===== src/rtl/core/dq_pkg.sv =====
package dq_pkg;

  localparam logic [2:0] OP_ADD_FRONT    = 3'd0;
  localparam logic [2:0] OP_ADD_BACK     = 3'd1;
  localparam logic [2:0] OP_REMOVE_FRONT = 3'd2;
  localparam logic [2:0] OP_REMOVE_BACK  = 3'd3;
  localparam logic [2:0] OP_PEEK_FRONT   = 3'd4;
  localparam logic [2:0] OP_PEEK_BACK    = 3'd5;

  localparam logic [1:0] ERR_OK    = 2'd0;
  localparam logic [1:0] ERR_EMPTY = 2'd1;
  localparam logic [1:0] ERR_FULL  = 2'd2;

  // what every cell of the chain does at a clock edge
  typedef enum logic [1:0] {
    CELL_HOLD,
    CELL_SHIFT_R,
    CELL_SHIFT_L,
    CELL_PUT
  } cell_op_t;

endpackage


===== src/rtl/core/double_ended_queue.sv =====
// double-ended queue of data words held in a chain of cells
// input: in_opcode / in_value are taken at a clock edge with start high and
//   busy low; opcodes add front, add back, remove front, remove back,
//   peek front, peek back (six and seven do nothing but report)
// output: every transaction gives one result on out_value, out_error_code,
//   out_is_empty and out_entry_count, shown for one cycle with out_valid high
//   in the cycle after the transaction completes; the receiver cannot stall
// the front word always sits in cell zero, the others follow in order
// timing: adds, front operations and no-ops show their result in the cycle
//   after acceptance, so one can be accepted every cycle while busy is low;
//   a back remove or back peek on a non-empty queue keeps busy high through
//   ST_WAIT, which counts down the entries held when accepted, a wait that
//   covers the back word's trip down the relay path, and then ST_EXEC
// errors: add on a full queue or read on an empty one leaves the state alone
//   and reports an error code with out_value zero
// reset (synchronous, rst_n low): the queue is emptied, busy and out_valid
//   drop; stored words are not cleared and are never read before written
module double_ended_queue #(
  parameter int DEPTH      = 16,
  parameter int DATA_WIDTH = 32
) (
  input  logic                         clk,
  input  logic                         rst_n,
  input  logic                         start,
  output logic                         busy,
  input  logic [2:0]                   in_opcode,
  input  logic [DATA_WIDTH-1:0]        in_value,
  output logic                         out_valid,
  output logic [DATA_WIDTH-1:0]        out_value,
  output logic [1:0]                   out_error_code,
  output logic                         out_is_empty,
  output logic [$clog2(DEPTH+1)-1:0]   out_entry_count
);
  import dq_pkg::*;

  localparam int CW = $clog2(DEPTH + 1);

  typedef enum logic [1:0] {
    ST_IDLE,
    ST_WAIT,
    ST_EXEC
  } state_t;

  state_t                state_r, state_nxt;
  logic [CW-1:0]         count_r, count_nxt;
  logic [CW-1:0]         wait_r, wait_nxt;
  logic                  remove_r, remove_nxt;
  logic                  out_valid_r, out_valid_nxt;
  logic [DATA_WIDTH-1:0] out_value_r, out_value_nxt;
  logic [1:0]            out_error_code_r, out_error_code_nxt;

  cell_op_t              cell_op;
  logic [DATA_WIDTH-1:0] cell_data  [DEPTH];
  logic [DATA_WIDTH-1:0] cell_relay [DEPTH];

  logic                  full, empty;

  assign full  = (count_r == CW'(DEPTH));
  assign empty = (count_r == '0);

  always_comb begin
    state_nxt          = state_r;
    count_nxt          = count_r;
    wait_nxt           = wait_r;
    remove_nxt         = remove_r;
    out_valid_nxt      = 1'b0;
    out_value_nxt      = '0;
    out_error_code_nxt = ERR_OK;
    cell_op            = CELL_HOLD;
    unique case (state_r)
      ST_IDLE: begin
        if (start) begin
          out_valid_nxt = 1'b1;
          unique case (in_opcode) inside
            OP_ADD_FRONT, OP_ADD_BACK: begin
              if (full) begin
                out_error_code_nxt = ERR_FULL;
              end else begin
                cell_op   = (in_opcode == OP_ADD_FRONT) ? CELL_SHIFT_R : CELL_PUT;
                count_nxt = count_r + 1'b1;
              end
            end
            OP_REMOVE_FRONT, OP_PEEK_FRONT: begin
              if (empty) begin
                out_error_code_nxt = ERR_EMPTY;
              end else begin
                out_value_nxt = cell_data[0];
                if (in_opcode == OP_REMOVE_FRONT) begin
                  cell_op   = CELL_SHIFT_L;
                  count_nxt = count_r - 1'b1;
                end
              end
            end
            OP_REMOVE_BACK, OP_PEEK_BACK: begin
              if (empty) begin
                out_error_code_nxt = ERR_EMPTY;
              end else begin
                // let the back word reach cell zero before reading it
                out_valid_nxt = 1'b0;
                wait_nxt      = count_r;
                remove_nxt    = (in_opcode == OP_REMOVE_BACK);
                state_nxt     = ST_WAIT;
              end
            end
            default: out_value_nxt = '0;
          endcase
        end
      end
      ST_WAIT: begin
        wait_nxt = wait_r - 1'b1;
        if (wait_r == CW'(1)) state_nxt = ST_EXEC;
      end
      ST_EXEC: begin
        out_valid_nxt = 1'b1;
        out_value_nxt = cell_relay[0];
        if (remove_r) count_nxt = count_r - 1'b1;
        state_nxt = ST_IDLE;
      end
      default: state_nxt = ST_IDLE;
    endcase
  end

  always_ff @(posedge clk) begin
    if (!rst_n) begin
      state_r     <= ST_IDLE;
      count_r     <= '0;
      wait_r      <= '0;
      remove_r    <= 1'b0;
      out_valid_r <= 1'b0;
    end else begin
      state_r     <= state_nxt;
      count_r     <= count_nxt;
      wait_r      <= wait_nxt;
      remove_r    <= remove_nxt;
      out_valid_r <= out_valid_nxt;
    end
    out_value_r      <= out_value_nxt;
    out_error_code_r <= out_error_code_nxt;
  end

  for (genvar i = 0; i < DEPTH; i++) begin : g_cell
    logic [DATA_WIDTH-1:0] left_w, right_w, relay_w;

    if (i == 0) begin : g_first
      assign left_w = in_value;
    end else begin : g_mid_l
      assign left_w = cell_data[i-1];
    end

    if (i == DEPTH - 1) begin : g_last
      assign right_w = '0;
      assign relay_w = '0;
    end else begin : g_mid_r
      assign right_w = cell_data[i+1];
      assign relay_w = cell_relay[i+1];
    end

    dq_cell #(
      .IDX        (i),
      .DATA_WIDTH (DATA_WIDTH),
      .CW         (CW)
    ) u_cell (
      .clk      (clk),
      .op       (cell_op),
      .count    (count_r),
      .ins      (in_value),
      .left_in  (left_w),
      .right_in (right_w),
      .relay_in (relay_w),
      .data     (cell_data[i]),
      .relay    (cell_relay[i])
    );
  end

  assign busy            = (state_r != ST_IDLE);
  assign out_valid       = out_valid_r;
  assign out_value       = out_value_r;
  assign out_error_code  = out_error_code_r;
  assign out_is_empty    = (count_r == '0);
  assign out_entry_count = count_r;

endmodule


===== src/rtl/core/dq_cell.sv =====
module dq_cell #(
  parameter int IDX        = 0,
  parameter int DATA_WIDTH = 32,
  parameter int CW         = 5
) (
  input  logic                  clk,
  input  dq_pkg::cell_op_t      op,
  input  logic [CW-1:0]         count,
  input  logic [DATA_WIDTH-1:0] ins,
  input  logic [DATA_WIDTH-1:0] left_in,
  input  logic [DATA_WIDTH-1:0] right_in,
  input  logic [DATA_WIDTH-1:0] relay_in,
  output logic [DATA_WIDTH-1:0] data,
  output logic [DATA_WIDTH-1:0] relay
);
  import dq_pkg::*;

  logic [DATA_WIDTH-1:0] data_r, data_nxt;
  logic [DATA_WIDTH-1:0] relay_r, relay_nxt;

  always_comb begin
    data_nxt = data_r;
    case (op)
      CELL_SHIFT_R: data_nxt = left_in;
      CELL_SHIFT_L: data_nxt = right_in;
      CELL_PUT: begin
        if (count == CW'(IDX)) data_nxt = ins;
      end
      default: data_nxt = data_r;
    endcase
  end

  // the back word walks toward cell zero, one cell a cycle
  assign relay_nxt = (count == CW'(IDX + 1)) ? data_r : relay_in;

  always_ff @(posedge clk) begin
    data_r  <= data_nxt;
    relay_r <= relay_nxt;
  end

  assign data  = data_r;
  assign relay = relay_r;

endmodule


===== config.mk =====
export PLATFORM = sky130hd
export DESIGN_NAME = double_ended_queue
export DESIGN_NICKNAME = d
export VERILOG_FILES = /design/src/rtl/core/dq_pkg.sv /design/src/rtl/core/double_ended_queue.sv /design/src/rtl/core/dq_cell.sv
export SDC_FILE = /design/constraint.sdc
export NUM_CORES = 1
export LEC_CHECK = 0
export BUFFER_PORTS_ARGS = -buffer_cell sky130_fd_sc_hd__buf_4
export CAP_MARGIN = 20
export CORE_UTILIZATION = 68
export CTS_CLUSTER_DIAMETER = 50
export CTS_CLUSTER_SIZE = 10
export DETAILED_ROUTE_END_ITERATION = 10
export PLACE_DENSITY = 0.89
export SYNTH_ARGS = -nofsm -noshare
export SYNTH_HDL_FRONTEND = slang
export SYNTH_SLANG_ARGS = --single-unit

===== constraint.sdc =====
create_clock -name clk -period 8 [get_ports clk]
set_clock_uncertainty 0.1 [all_clocks]
set_input_delay 0 -clock clk [delete_from_list [all_inputs] [get_ports clk]]
set_output_delay 0 -clock clk [all_outputs]
set_load 0.1 [all_outputs]

Word level (Yosys, flattened, before mapping)
Cells that the tools add are included.
{ "totals": {"reg_bits": 1072, "inputBits": 38, "latchBits": 0, "output_inout_bits": 42, "rom_bits": 0, "ram_bits": 0, "wordCells": 208, "memories": 0} }
{ "op_classes": {"n_mul": 0, "n_reduce_logical": 32, "n_mux": 81, "eq_ne": 52, "addsub": 3, "bitwise": 1, "shifts": 0, "n_div": 0, "n_lt_le_gt_ge": 0} }
{ "ops": {"columns": ["cell", "count"], "rows": [
  ["$pmux W32 S3", 16],
  ["$mux W32", 34],
  ["$pmux W32 S2", 1],
  ["$eq A5 B4 Y1 const B", 8],
  ["$mux W5", 8],
  ["$reduce_and A2 Y1", 17],
  ["$ne A2 B1 Y1 const B", 16],
  ["$pmux W5 S2", 3],
  ["$mux W2", 11],
  ["$eq A5 B3 Y1 const B", 4],
  ["$pmux W2 S2", 3],
  ["$reduce_and A4 Y1", 3],
  ["$eq A5 B1 Y1 const B", 2],
  ["$eq A5 B2 Y1 const B", 2],
  ["$ne A2 B2 Y1 const B", 5],
  ["$sub A5 B1 Y5 const B", 2],
  ["$ne A3 B3 Y1 const B", 3],
  ["$reduce_and A7 Y1", 1],
  ["$eq A2 B2 Y1 const B", 3],
  ["$eq A3 B2 Y1 const B", 2],
  ["$eq A3 B3 Y1 const B", 2],
  ["$reduce_bool A2 Y1", 3],
  ["$reduce_or A2 Y1", 3],
  ["$add A5 B1 Y5 const B", 1],
  ["other kinds (12)", 16]
]} }

Logic depth before layout (Yosys ltp)
{ "depth": {"depth_word": 9, "mapped_depth": 10, "mapped_depth_nobuf": 7} }

Modules after synthesis
From an unflattened synthesis, not the netlist that was laid out.
{ "hier_totals": {"cells_unflattened": 3664, "hier_area_um2": 45324.7} }
{ "by_module_without_submodules": {"columns": ["mod", "seq_area_each_um2", "n_inst", "area_each_um2", "cells_per_inst"], "rows": [
  ["dq_cell (g_cell[2].u_cell ...)", 1601.5, 3, 2705.1, 214],
  ["dq_cell (g_cell[10].u_cell ...)", 1601.5, 2, 2728.9, 214],
  ["dq_cell (g_cell[5].u_cell ...)", 1601.5, 2, 2703.8, 214],
  ["dq_cell (g_cell[0].u_cell)", 1601.5, 1, 2815.2, 251],
  ["dq_cell (g_cell[7].u_cell)", 1601.5, 1, 2738.9, 216],
  ["dq_cell (g_cell[15].u_cell)", 1601.5, 1, 2736.4, 216],
  ["dq_cell (g_cell[3].u_cell)", 1601.5, 1, 2733.9, 215],
  ["dq_cell (g_cell[14].u_cell)", 1601.5, 1, 2721.4, 215],
  ["dq_cell (g_cell[12].u_cell)", 1601.5, 1, 2713.9, 215],
  ["dq_cell (g_cell[1].u_cell)", 1601.5, 1, 2701.3, 214],
  ["dq_cell (g_cell[13].u_cell)", 1601.5, 1, 2606.2, 214],
  ["dq_cell (g_cell[11].u_cell)", 1601.5, 1, 2602.5, 214],
  ["double_ended_queue", 960.9, 1, 1974.4, 196]
]} }

Worst setup path before layout
OpenSTA, ideal clock, no wires.
{ "synth_timing": {"path_type": "register -> register", "startpoint": "reg count_r[0] (netlist: out_entry_count[0])", "endpoint": "reg g_cell[10].u_cell.data_r[0], enable pin", "synth_period_minus_slack_ps": 4702, "setup_ps": 432, "arrival_time_ps": 4170, "required_ps": 7468, "path_stages_with_launch": 9, "setup_slack_ps": 3298, "path_buffers": 2, "cell_sequence": "dfxtp_1 > inv_1 > ha_1 > and4bb_2 > nor3_4 > buf_6 > nor2_1 > clkbuf_1 > a21oi_1"} }
{ "synth_via": {"elab_chain_cells": 8, "word_cells_on_any_way": 14, "cone_classes": "eq/ne (6); mux (5); reduce/logical (3)"} }
{ "synth_rtl": {"columns": ["item", "line_no", "source"], "rows": [
  ["start, declared", "double_ended_queue.sv:45", "logic [CW-1:0] count_r, count_nxt;"],
  ["start signal, assigned", "double_ended_queue.sv:132", "count_r <= count_nxt;"],
  ["$eq A5 B5 Y1 or $logic_not A5 Y1 (tied branches)", "double_ended_queue.sv:58, double_ended_queue.sv:59", null],
  ["$mux W2, on equally long branches", "double_ended_queue.sv:76, double_ended_queue.sv:84", null],
  ["$pmux W2 S2", "double_ended_queue.sv:74", "unique case (in_opcode) inside"],
  ["$mux W2", "double_ended_queue.sv:72", "if (start) begin"],
  ["$mux W2", "double_ended_queue.sv:70", "unique case (state_r)"],
  ["$eq A2 B2 Y1 or $eq A2 B1 Y1 (tied branches)", "dq_cell.sv:23", "case (op)"],
  ["$ne A2 B1 Y1 (no source line) or $reduce_bool A3 Y1 (tied branches)", null, null],
  ["$reduce_and A2 Y1 (no source line) *", null, null],
  ["end signal, assigned", "dq_cell.sv:37", "data_r <= data_nxt;"],
  ["end, declared", "dq_cell.sv:18", "logic [DATA_WIDTH-1:0] data_r, data_nxt;"]
]} }
Mark *: on every way between the ends. The rest lies on a longest branch, timed or not.
A chain may end at the register's enable or synchronous reset.

Final worst setup path
{ "layout_timing": {"startpoint": "reg count_r[0] (netlist: out_entry_count[0])", "endpoint": "reg g_cell[7].u_cell.data_r[24] (data pin)"} }
{ "layout_via": {"elab_chain_cells": 7, "word_cells_on_any_way": 11, "cone_classes": "eq/ne (4); mux (6); reduce/logical (1)"} }
{ "layout_rtl": {"columns": ["item", "line_no"], "rows": [
  ["$eq A5 B5 Y1 or $logic_not A5 Y1 (tied branches)", "double_ended_queue.sv:58, double_ended_queue.sv:59"],
  ["$mux W2, on equally long branches", "double_ended_queue.sv:76, double_ended_queue.sv:84"],
  ["$pmux W2 S2 *", "double_ended_queue.sv:74"],
  ["$mux W2 *", "double_ended_queue.sv:72"],
  ["$mux W2 *", "double_ended_queue.sv:70"],
  ["$eq A2 B2 Y1 or $eq A2 B1 Y1 (tied branches)", "dq_cell.sv:23"],
  ["$pmux W32 S3 *", "dq_cell.sv:23"],
  ["via g_cell[7].u_cell.data_nxt[24]", "dq_cell.sv:18"],
  ["end signal, assigned", "dq_cell.sv:37"],
  ["end, declared", "dq_cell.sv:18"]
]} }
The timed path passes the listed nets; every way through them passes the cells marked *.

==> impl_metrics.py <==
metrics = {
    "worst_setup_path": {
        "cp.required_ns": 8.40,
        "end_kind": "register",
        "worstPathMaxFanout": 94,
        "cp.depth": 9,
        "cp.arrival_ns": 5.13,
        "critical_path_class": "reg -> reg",
        "crit_top_cell": "buf_4",
        "worstPathCellList": "inv_1, ha_1, nor3b_1, a211oi_4, buf_4, buf_4, buf_4, nor2_1, a21oi_1",
        "timing.critical_path.buf_inv": 4,
        "max_stage_delay_ns": 1.00,
        "start_kind": "register",
        "critPathSlowestCell": "buf_4",
        "rr_endpoint": "g_cell[7].u_cell.data[24]$_DFFE_PP_",
        "cp_top_family": "buffers and inverters",
        "r2r_cells": 9,
        "regToRegSetupSlack_ns": 3.27,
        "crit-reg2reg-launch": "out_entry_count[0]$_SDFFE_PN0P_",
    },
    "routing": {
        "vias": 27610,
        "wl_mm": 97.48,
        "drtIter0Drc": 2754,
        "first_pass_iters": 5,
        "viasPerCell": 6.212,
        "drc": 0,
        "detail-route-antenna-nets": 0,
        "post_drt_wl_per_cell_um": 21.93,
    },
    "clock_network": {
        "cts.sinks": 1072,
        "clkSlewWorstSetupHoldPaths_ns": 0.06,
        "holdBufCountCts": 42,
        "cts_buffers": 117,
        "clock_path_buffers": 3,
        "cts_resized": 0,
        "worstSkewPairLatency_ns": 0.67,
        "postCtsSetupRepairBufs": 0,
        "ctsHtreeMaxLevel": 3,
        "cts_tree": "done",
        "clock-root-buffer": "clkbuf_16",
    },
    "logic_synthesis": {
        "syn_inst": 3497,
        "ys_warn_count": 0,
        "synth_top_area_share_pct": 34.00,
        "synth.net_count": 3543,
        "ys_types": 52,
        "syn_area_um2": 45220,
        "yosys-top-cells-area": "edfxtp_1 (34%), dfxtp_1 (25%), mux2_2 (13%)",
        "synth_most_common_cell": "a21oi_2",
        "synth_top_area_cell": "edfxtp_1",
        "synth_edf_count": 512,
        "syn_avg_cell_area_um2": 12.93,
        "ys_async_sr_fraction_pct": 0,
        "ys.flop_type": "dfxtp_1",
        "synth_common_cells": "a21oi_2 (620), dfxtp_1 (560), mux2_2 (530)",
        "ys_seq_area_share_pct": 58.79,
        "synth_seq_cells": 1072,
    },
    "timing": {
        "rsz0062_at_grt": "false",
        "tightest_slew_ns": 1.197,
        "fin_setup_tns_ns": 0,
        "setup_viol": 0,
        "slew-limit-headroom_pct": 20.12,
        "post-route-min-period_ns": 4.728,
        "finalCritPeriodShare_pct": 59.10,
        "hold_viol": 0,
        "drv_slew": 0,
        "max_freq_mhz": 211.5,
    },
    "grt": {
        "grt_max_degree": 177,
        "grt_pass1_wl_mm": 154.0,
        "antenna_found_initial": 0,
        "track_usage_pct": 28.18,
        "grt_pass1_vias": 28070,
        "grt-ovfl-total": 0,
    },
    "worst_hold_path": {
        "hold_path.class": "in -> reg",
        "hold_start": "in_value[25]",
        "whs_path_depth": 3,
        "whs_endpoint": "g_cell[0].u_cell.data[25]$_DFFE_PP_",
    },
    "layout": {
        "n_fill_cell": 3631,
        "nets": 3527,
        "regArea_um2": 26590,
        "area_growth_pct": 8.735,
        "fin_cells": 4444,
        "multiInputGateArea_um2": 16490,
        "antenna_cells": 0,
        "drive_above_1_share_pct": 40.81,
    },
    "placed_design": {
        "dp_hpwl_mm": 56.03,
        "portBuffers": 79,
        "gp_congestion": 0.8414,
        "dpl.cell_count": 4177,
    },
    "floorplan": {
        "initial_core_util_pct": 68.78,
        "die_h_um": 259.9,
        "die-width_um": 259.9,
        "core_um2": 65750,
        "rows": 94,
        "ios": 80,
        "die_area_um2": 67540,
    },
    "flow_run": {
        "drv_cap": 0,
    },
    "pwr": {
        "vdd_drop_max_mv": 0.1951,
        "p_per_area_nw_per_um2": 254.0,
        "total_leakage_power_nw": 17.92,
    },
    "outcome": {
        "status": "completed",
    },
}
[sequential cells by signal, indices dropped and copies added (netlist names)]
name,flops
remove_r,1
out_valid,1
wait_r,5
g_cell.u_cell.relay,512
state_r,2
out_value,32
out_error_code,2
g_cell.u_cell.data,512
out_entry_count,5
[cells by family after synthesis]
family | count (synthesis) | share of synthesized area (%)
xor+xnor | 8 | 0.1549
flops | 1072 | 58.79
compound gates | 971 | 16.28
fa+ha+maj | 8 | 0.2214
simple gates | 583 | 5.688
buf+inv | 308 | 5.257
mux | 547 | 13.61
[where the power goes]
| part | internal [mW] | total, mW | switching, mW | leakage [nW] |
|---|---|---|---|---|
| clock | 2.81 | 4.86 | 2.05 | 1.62 |
| sequential | 6.18 | 6.40 | 0.216 | 9.26 |
| combinational | 0.476 | 1.23 | 0.752 | 7.03 |
[tightest hold or removal path, delay by kind of cell]
kind / cells / cell delay, ns
muxes: 1 / 0.12
buffers and inverters: 2 / 0.63
[area by class of cell]
cell class | count | area share (%)
multi-input combinational | 2117 | 33.54
clock inverter | 4 | 0.08651
tap | 864 | 2.198
inverter | 12 | 0.09160
timing repair buffer | 161 | 3.155
clock buffer | 214 | 6.865
sequential | 1072 | 54.07
[how the worst max path moves through the flow]
| stage | from | to |
|---|---|---|
| 5_1_grt | out_entry_count[0]$_SDFFE_PN0P_ | g_cell[7].u_cell.data[24]$_DFFE_PP_ |
| 2_1_floorplan | out_entry_count[0]$_SDFFE_PN0P_ | g_cell[10].u_cell.data[0]$_DFFE_PP_ |
| 3_5_place_dp | out_entry_count[0]$_SDFFE_PN0P_ | g_cell[7].u_cell.data[28]$_DFFE_PP_ |
| 4_1_cts | out_entry_count[0]$_SDFFE_PN0P_ | g_cell[7].u_cell.data[24]$_DFFE_PP_ |
| 3_3_place_gp | out_entry_count[0]$_SDFFE_PN0P_ | g_cell[8].u_cell.data[28]$_DFFE_PP_ |
| 6_report | out_entry_count[0]$_SDFFE_PN0P_ | g_cell[7].u_cell.data[24]$_DFFE_PP_ |
[per-stage QoR]
stage / area [um^2] / total power [mW] / setup slack (ns) / util [%] / hold WS, ns
after floorplan: 45220 / 7.388 / 3.298 / - / 0.05314
after global placement: 45120 / 7.566 / 3.660 / 68.62 / 0.2031
after detailed placement: 45160 / 7.646 / 3.418 / 68.68 / 0.2108
after CTS: 48990 / 12.48 / 3.382 / 74.52 / 0.06011
after global routing: 49170 / 12.86 / 3.027 / 74.79 / 0.08083
final: 49170 / 12.49 / 3.272 / 74.79 / 0.09058
[metal layers]
| layer | vias to the layer above | GRT usage, % | wire length, um |
|---|---|---|---|
| met1 | 13700 | 38.69 | 41560 |
| met4 | 0 | 10.29 | 2591 |
| li1 | 12470 | - | - |
| met2 | 1225 | 45.33 | 46680 |
| met3 | 210 | 4.561 | 6648 |
| met5 | - | 0 | 0 |
[cell usage in the layout, fill, tap and decap left out, types with 4 or more instances in the layout]
cell type,count
a21oi_1,282
a21oi_2,620
a21oi_4,16
a22o_1,32
and2_1,38
and2_4,29
and3_1,6
and3_2,4
buf_12,11
buf_16,5
buf_4,103
clkbuf_1,92
clkbuf_16,120
dfxtp_1,560
dlygate4sd3_1,42
edfxtp_1,512
ha_1,7
inv_1,12
mux2_1,14
mux2_2,530
nand2_1,11
nor2_1,458
nor3_1,4
nor3b_1,5
o21ai_0,9
xnor2_1,5
Power figures use the tool's default switching activity.
